===== config.mk =====
export PLATFORM = sky130hd
export DESIGN_NAME = double_ended_queue_unit
export DESIGN_NICKNAME = d
export VERILOG_FILES = /design/src/hw/rtl/deq_pkg.sv /design/src/hw/rtl/deq_cell.sv /design/src/hw/rtl/deq_chain.sv /design/src/hw/rtl/double_ended_queue_unit.sv
export SDC_FILE = /design/constraint.sdc
export NUM_CORES = 2
export LEC_CHECK = 0
export ABC_AREA = 1
export BUFFER_PORTS_ARGS = -buffer_cell sky130_fd_sc_hd__buf_2
export CAP_MARGIN = 15
export CORE_UTILIZATION = 30
export CTS_CLUSTER_DIAMETER = 200
export DETAILED_ROUTE_END_ITERATION = 6
export PLACE_DENSITY_LB_ADDON = 0.15
export SYNTH_ARGS = -nofsm -noshare
export SYNTH_HDL_FRONTEND = slang
export SYNTH_SLANG_ARGS = --single-unit

===== constraint.sdc =====
create_clock -name clk -period 7 [get_ports clk]
set_input_delay 0.7 -clock clk [delete_from_list [all_inputs] [get_ports clk]]
set_output_delay 0.7 -clock clk [all_outputs]
set_load 0.02 [all_outputs]

===== src/hw/rtl/deq_pkg.sv =====
// Shared types and codes for the double-ended queue unit.
package deq_pkg;

  // Action codes carried on the input tuser
  typedef enum logic [2:0] {
    ACT_PUSH_FRONT = 3'd0,
    ACT_PUSH_BACK  = 3'd1,
    ACT_POP_FRONT  = 3'd2,
    ACT_POP_BACK   = 3'd3,
    ACT_LOOK       = 3'd4
  } action_t;

  // Result status codes
  localparam logic STATUS_OK   = 1'b0;
  localparam logic STATUS_FAIL = 1'b1;

  // Per-chain control, broadcast to every cell
  typedef struct packed {
    logic insert_head;  // shift toward tail, new value enters cell 0
    logic remove_head;  // shift toward head, cell 0 drops out
    logic append;       // write new value into the cell at the count
  } cell_ctl_t;

endpackage


===== src/hw/rtl/deq_cell.sv =====
// One storage cell of a queue chain: holds one item and trades with its neighbors.
module deq_cell #(
  parameter int IW  = 32,
  parameter int CW  = 5,
  parameter int IDX = 0
) (
  input  logic               clk,
  input  deq_pkg::cell_ctl_t ctl,
  input  logic [CW-1:0]      count,
  input  logic [IW-1:0]      value,
  input  logic [IW-1:0]      prev_data,  // neighbor toward head
  input  logic [IW-1:0]      next_data,  // neighbor toward tail
  output logic [IW-1:0]      data,
  output logic [IW-1:0]      data_next
);

  // Select what this cell holds after the beat
  always_comb begin
    data_next = data;
    if (ctl.insert_head) begin
      data_next = (IDX == 0) ? value : prev_data;
    end else if (ctl.remove_head) begin
      data_next = next_data;
    end else if (ctl.append && (count == CW'(IDX))) begin
      data_next = value;
    end
  end

  always_ff @(posedge clk) begin
    data <= data_next;
  end

endmodule


===== src/hw/rtl/deq_chain.sv =====
// A row of cells with its head at cell 0; one shift or one write per beat.
module deq_chain #(
  parameter int DEPTH = 16,
  parameter int IW    = 32,
  parameter int CW    = 5
) (
  input  logic               clk,
  input  deq_pkg::cell_ctl_t ctl,
  input  logic [CW-1:0]      count,
  input  logic [IW-1:0]      value,
  output logic [IW-1:0]      head_next
);

  logic [IW-1:0] cell_data [DEPTH];
  logic [IW-1:0] cell_next [DEPTH];

  // Neighbor links; the end cells feed back their own value where unused
  for (genvar i = 0; i < DEPTH; i++) begin : g_cell
    logic [IW-1:0] prev_link;
    logic [IW-1:0] next_link;

    if (i == 0) begin : g_first
      assign prev_link = cell_data[i];
    end else begin : g_mid
      assign prev_link = cell_data[i-1];
    end

    if (i == DEPTH - 1) begin : g_last
      assign next_link = cell_data[i];
    end else begin : g_body
      assign next_link = cell_data[i+1];
    end

    deq_cell #(
      .IW  (IW),
      .CW  (CW),
      .IDX (i)
    ) u_cell (
      .clk       (clk),
      .ctl       (ctl),
      .count     (count),
      .value     (value),
      .prev_data (prev_link),
      .next_data (next_link),
      .data      (cell_data[i]),
      .data_next (cell_next[i])
    );
  end

  assign head_next = cell_next[0];

endmodule


===== src/hw/rtl/double_ended_queue_unit.sv =====
// Top level of the bounded double-ended queue: two mirrored cell chains and a result register.
//
//  channel  | dir | handshake         | payload
//  ---------+-----+-------------------+------------------------------------------------
//  s_axis   | in  | s_tvalid/s_tready | s_tuser: action; s_tdata: item_value
//  m_axis   | out | m_tvalid/m_tready | m_tdata: status, front, back, is_empty, count
//
// One beat per cycle unless the result stalls: a push shifts one chain and writes the indexed
// cell of the other, a pop shifts one chain, and the result register loads in the same cycle
// the beat is taken. The forward chain keeps the front item in cell 0, the reverse chain keeps
// the back item in cell 0, so both results come from a fixed cell.
// Reset clears the count and the output valid; cell contents are left as they are.
// A stalled result holds the input off until m_tready takes it.
module double_ended_queue_unit #(
  parameter int DEPTH      = 16,
  parameter int ITEM_WIDTH = 32
) (
  input  logic clk,
  input  logic rst,
  // item_value
  input  logic [((ITEM_WIDTH+7)/8)*8-1:0] s_tdata,
  // action
  input  logic [2:0] s_tuser,
  input  logic s_tvalid,
  output logic s_tready,
  // status, front_item, back_item, is_empty, item_count
  output logic [((2*ITEM_WIDTH+2+$clog2(DEPTH+1)+7)/8)*8-1:0] m_tdata,
  output logic m_tvalid,
  input  logic m_tready
);

  localparam int CW  = $clog2(DEPTH + 1);
  localparam int IW  = ITEM_WIDTH;
  localparam int RW  = 2 * IW + 2 + CW;
  localparam int OBW = ((RW + 7) / 8) * 8;

  logic [CW-1:0] count;
  logic [CW-1:0] count_next;
  logic          fire;
  logic          full;
  logic          empty;
  logic          status_next;
  logic [IW-1:0] value;
  logic [IW-1:0] fwd_head_next;
  logic [IW-1:0] rev_head_next;

  deq_pkg::cell_ctl_t fwd_ctl;
  deq_pkg::cell_ctl_t rev_ctl;

  // Result register
  logic          r_status;
  logic [IW-1:0] r_front;
  logic [IW-1:0] r_back;
  logic          r_empty;
  logic [CW-1:0] r_count;

  assign s_tready = !m_tvalid || m_tready;
  assign fire     = s_tvalid && s_tready;
  assign full     = (count == CW'(DEPTH));
  assign empty    = (count == '0);
  assign value    = s_tdata[IW-1:0];

  // Decode the action into chain controls and the new count
  always_comb begin
    fwd_ctl     = '0;
    rev_ctl     = '0;
    status_next = deq_pkg::STATUS_OK;
    count_next  = count;
    case (s_tuser)
      deq_pkg::ACT_PUSH_FRONT: begin
        if (full) begin
          status_next = deq_pkg::STATUS_FAIL;
        end else begin
          fwd_ctl.insert_head = fire;
          rev_ctl.append      = fire;
          count_next          = count + CW'(1);
        end
      end
      deq_pkg::ACT_PUSH_BACK: begin
        if (full) begin
          status_next = deq_pkg::STATUS_FAIL;
        end else begin
          fwd_ctl.append      = fire;
          rev_ctl.insert_head = fire;
          count_next          = count + CW'(1);
        end
      end
      deq_pkg::ACT_POP_FRONT: begin
        if (empty) begin
          status_next = deq_pkg::STATUS_FAIL;
        end else begin
          fwd_ctl.remove_head = fire;
          count_next          = count - CW'(1);
        end
      end
      deq_pkg::ACT_POP_BACK: begin
        if (empty) begin
          status_next = deq_pkg::STATUS_FAIL;
        end else begin
          rev_ctl.remove_head = fire;
          count_next          = count - CW'(1);
        end
      end
      default: begin
        // look only, and unused codes
        status_next = deq_pkg::STATUS_OK;
      end
    endcase
  end

  // Front at cell 0 of the forward chain
  deq_chain #(
    .DEPTH (DEPTH),
    .IW    (IW),
    .CW    (CW)
  ) u_fwd (
    .clk       (clk),
    .ctl       (fwd_ctl),
    .count     (count),
    .value     (value),
    .head_next (fwd_head_next)
  );

  // Back at cell 0 of the reverse chain
  deq_chain #(
    .DEPTH (DEPTH),
    .IW    (IW),
    .CW    (CW)
  ) u_rev (
    .clk       (clk),
    .ctl       (rev_ctl),
    .count     (count),
    .value     (value),
    .head_next (rev_head_next)
  );

  // Count and output valid
  always_ff @(posedge clk) begin
    if (rst) begin
      count    <= '0;
      m_tvalid <= 1'b0;
    end else begin
      if (fire) begin
        count    <= count_next;
        m_tvalid <= 1'b1;
      end else if (m_tready) begin
        m_tvalid <= 1'b0;
      end
    end
  end

  // Result payload, zeroed items when the queue ends up empty
  always_ff @(posedge clk) begin
    if (fire) begin
      r_status <= status_next;
      r_count  <= count_next;
      r_empty  <= (count_next == '0);
      r_front  <= (count_next == '0) ? '0 : fwd_head_next;
      r_back   <= (count_next == '0) ? '0 : rev_head_next;
    end
  end

  assign m_tdata = OBW'({r_count, r_empty, r_back, r_front, r_status});

endmodule


==> impl_results.md <==
* Outcome: completed
* Final min period at 4.25 ns
* Clock root buffer: clkbuf_16
* Post-Route Skew at 0.0219 ns
* Clock share of power at 40.8%
* Type of the worst min-delay path: input pin to flop
* Final setup vio count at 0
* Total GRT Usage at 17.4%
* Die Width at 408 microns
* Yosys reg bits at 1101
* Synth Flop Type: edfxtp_1
* Clock Pin Slew Worst Setup and Hold Paths at 0.06 ns
* Crit path DAT at 4.84 ns
* Die area at 166000 sq um
* Number of synthesized flops with an enable pin at 1031
* Max Fclk at 0.235 GHz
* Gp weighted congestion at 0.773
* P_sw at 4190 uW
* DR vias/cell at 4.95
* Wirelength per Cell at 20.5 microns
* Clk_lat worst skew at 0.74 ns
* CP Capture Type: flop
* WP data required at 7.59 ns
* Tcrit/Tclk final at 60.8%
* Internal at 12100 uW
* Final hold vios at 0
* Post-CTS Setup Inserts at 0
* Port buffer count at 111
* Worst R2R Setup Slack at 2.75 ns
* Die Y at 408 microns
* Simple-gate share of the synthesized area at 21.4%
* Hold Slack at 0.216 ns
* Measured slew at the worst slew-check pin at 1.14 ns
* Initial Util at 30.3%
* Critical path fanouts, max at 153
* Max_cap viols at 0
* Global-route wire length before repair at 223000 microns
* Via count at 36.1k
* Worst VDD drop at 0.000213 V
* DP Wirelength at 83200 microns
* Adder-Cell Fraction of Synth Area at 0.152%
* H-tree levels at 3
* TritonCTS clock tree: done
* Reg2Reg Depth at 14
* Area Overhead vs Synth at 13.7%
* Cts hold-fix bufs at 0
* Worst Setup Slack post-DPL at 2.42 ns
* Count of TritonRoute iterations in the first routing pass at 6
* Post-synth ARST share at 0%
* Cts repair resizes at 0
* Global route overflow at 0
* Critical Path Source: count[0]
* Setup ws final at 2.75 ns
* CORE AREA at 163000 sq um
* Mapped cell area at 49400 sq um
* Ranking of synthesized cells by area: edfxtp_1 63%, nand2_1 13%, nand3_1 4.8%, a21oi_1 4.3%, nor2_1 3.3%
* RSZ-0062 raised after global routing: false
* Initial antenna violation count at 4
* Logic gate share of total power at 10.3%
* Antenna Nets Post-Route at 0
* Fin. max-slew vios at 0
* R2r endpoint: r_back[12]
* Area share of the largest cell type after synthesis at 62.6%
* CTS sink count at 1101
* Routed WL at 149000 microns
* Worst setup path class: flop to flop
* 1st-iter DRT viols at 3848
* Yosys warnings at 0
* Post-Synthesis Net Count at 5082
* Startpoint types: flop
* Vias in the first global route at 34.3k
* Area leader, netlist: edfxtp_1
* Setup tns final at 0 ns
* XOR/XNOR Fraction of Synth Area at 0.0354%
* Post-synthesis cell type count at 28
* Power Density at 290 nW/um^2
* Mux cell area share after synthesis at 0%
* Final #Nets at 5044
* Worst slew margin at 23.7%
* Critical R2R Launch: count[0]
* Largest net degree at the start of global routing at 191
* Layout cells sized above 1 at 8.11%
* Switching part of the total power at 25.7%
* Seq/Total Area, Yosys at 65.5%
* Worst setup path endpoint: r_back[12]
* Cells after synthesis at 5037
* Inserted Clock Buffers at 121
* Synth Area in Compound Gates at 7.74%
* # rows at 148
* Power share of the sequential group at 48.9%
* DRC Markers at 0
* P_leak at 0.0200 uW
* Fill cell total of the finished layout at 16.7k
* IO Pins at 113
* Largest family of logic cells by synthesized area: simple AND/OR/NAND/NOR gates
* CTS max path bufs at 3
* Syn Area/Cell at 9.81 sq um
-- power groups by stage --
| stage | combinational, uW | clock [uW] | sequential [uW] |
|---|---|---|---|
| floorplan | 981 | 0 | 8150 |
| global placement | 1680 | 0 | 8120 |
| detailed placement | 1700 | 0 | 8110 |
| CTS | 1700 | 6840 | 7980 |
| global route | 1870 | 7060 | 8020 |
| finish | 1670 | 6650 | 7980 |
-- worst min-delay path by stage --
stage | startpoint | end | cells past startpoint
floorplan | u_fwd.g_cell[1].u_cell.data[0] | u_fwd.g_cell[0].u_cell.data[0] | 2
global placement | m_tvalid | m_tvalid | 2
detailed placement | m_tvalid | m_tvalid | 2
CTS | rst | m_tvalid | 2
global route | rst | m_tvalid | 2
finish | rst | m_tvalid | 2
-- cell families after synthesis --
logic type | Yosys count
AND/OR/NAND/NOR | 2651
adder cells (fa/ha/maj) | 6
flip-flops | 1101
AO/OA/AOI/OAI | 683
XOR/XNOR | 2
buffers and inverters | 593
other | 1
-- final cells by class --
class / count / area [sq um] / share of cell area [%]
antenna: 1 / 2.50 / 0.00445
sequential: 1101 / 32400 / 57.6
multi-input combinational: 3343 / 14900 / 26.5
timing repair buffer: 172 / 1110 / 1.98
inverter: 260 / 1000 / 1.79
clock inverter: 50 / 608 / 1.08
tap: 2175 / 2720 / 4.84
clock buffer: 178 / 3500 / 6.23
-- worst max-delay path, stage by stage (launching register included) --
cell and delay [ns]:
dfxtp_1 0.48, inv_1 0.22, ha_1 0.26, inv_1 0.07, nor2_2 0.07, nand2_2 0.23
nand3_2 0.60, inv_8 0.92, buf_12 0.59, nand2_1 0.10, o21ai_0 0.10, inv_1 0.05
nand2_1 0.08, nand2_1 0.05, inv_1 0.08
-- flip-flops by register name, summed over array words and instances, names as in the netlist --
signal / count
r_empty: 1
u_rev.g_cell.u_cell.data: 512
r_back: 32
r_front: 32
m_tvalid: 1
r_status: 1
count: 5
r_count: 5
u_fwd.g_cell.u_cell.data: 512
-- routing by layer --
layer	global-route usage [%]	wire (microns)	vias to the layer above	share of wire (%)
met5	0	0	-	0
met4	4.01	2400	0	1.6
met3	1.93	6870	147	4.6
met2	27.3	67900	968	46
met1	25.6	72100	18000	48
li1	-	-	17000	-
-- per-stage QoR --
| stage | power [uW] | instance area [sq um] | instances | utilization (%) |
|---|---|---|---|---|
| 2_1_floorplan | 9140 | 49400 | 5037 | - |
| 5_1_grt | 16900 | 56200 | 7279 | 34.5 |
| 4_1_cts | 16500 | 56200 | 7279 | 34.5 |
| 6_report | 16300 | 56200 | 7280 | 34.5 |
| 3_3_place_gp | 9790 | 52100 | 7051 | 31.9 |
| 3_5_place_dp | 9810 | 52100 | 7051 | 31.9 |
-- Yosys cell counts, types with 2 or more instances --
| master | instances |
|---|---|
| nor2_4 | 2 |
| o21ai_0 | 99 |
| a21oi_1 | 422 |
| nand3_1 | 470 |
| nand4_1 | 2 |
| o211ai_1 | 64 |
| inv_2 | 7 |
| nand2_1 | 1739 |
| buf_2 | 208 |
| ha_1 | 6 |
| nor2_1 | 429 |
| nand2_2 | 6 |
| buf_4 | 17 |
| a22oi_1 | 64 |
| dfxtp_1 | 70 |
| edfxtp_1 | 1031 |
| nand3_2 | 2 |
| inv_1 | 253 |
| o21a_1 | 32 |
| clkbuf_1 | 89 |
| buf_1 | 18 |
-- placed cells by master, fill, tap and decap left out, types with 53 or more instances in the layout --
cell / synthesis / layout
a21oi_1: 422 / 422
a22oi_1: 64 / 64
buf_2: 208 / 111
buf_4: 17 / 53
clkbuf_16: 0 / 123
dfxtp_1: 70 / 70
edfxtp_1: 1031 / 1031
inv_1: 253 / 251
nand2_1: 1739 / 1737
nand3_1: 470 / 468
nor2_1: 429 / 428
o211ai_1: 64 / 64
o21ai_0: 99 / 69
Note: power is estimated with default switching activity, not from simulation.
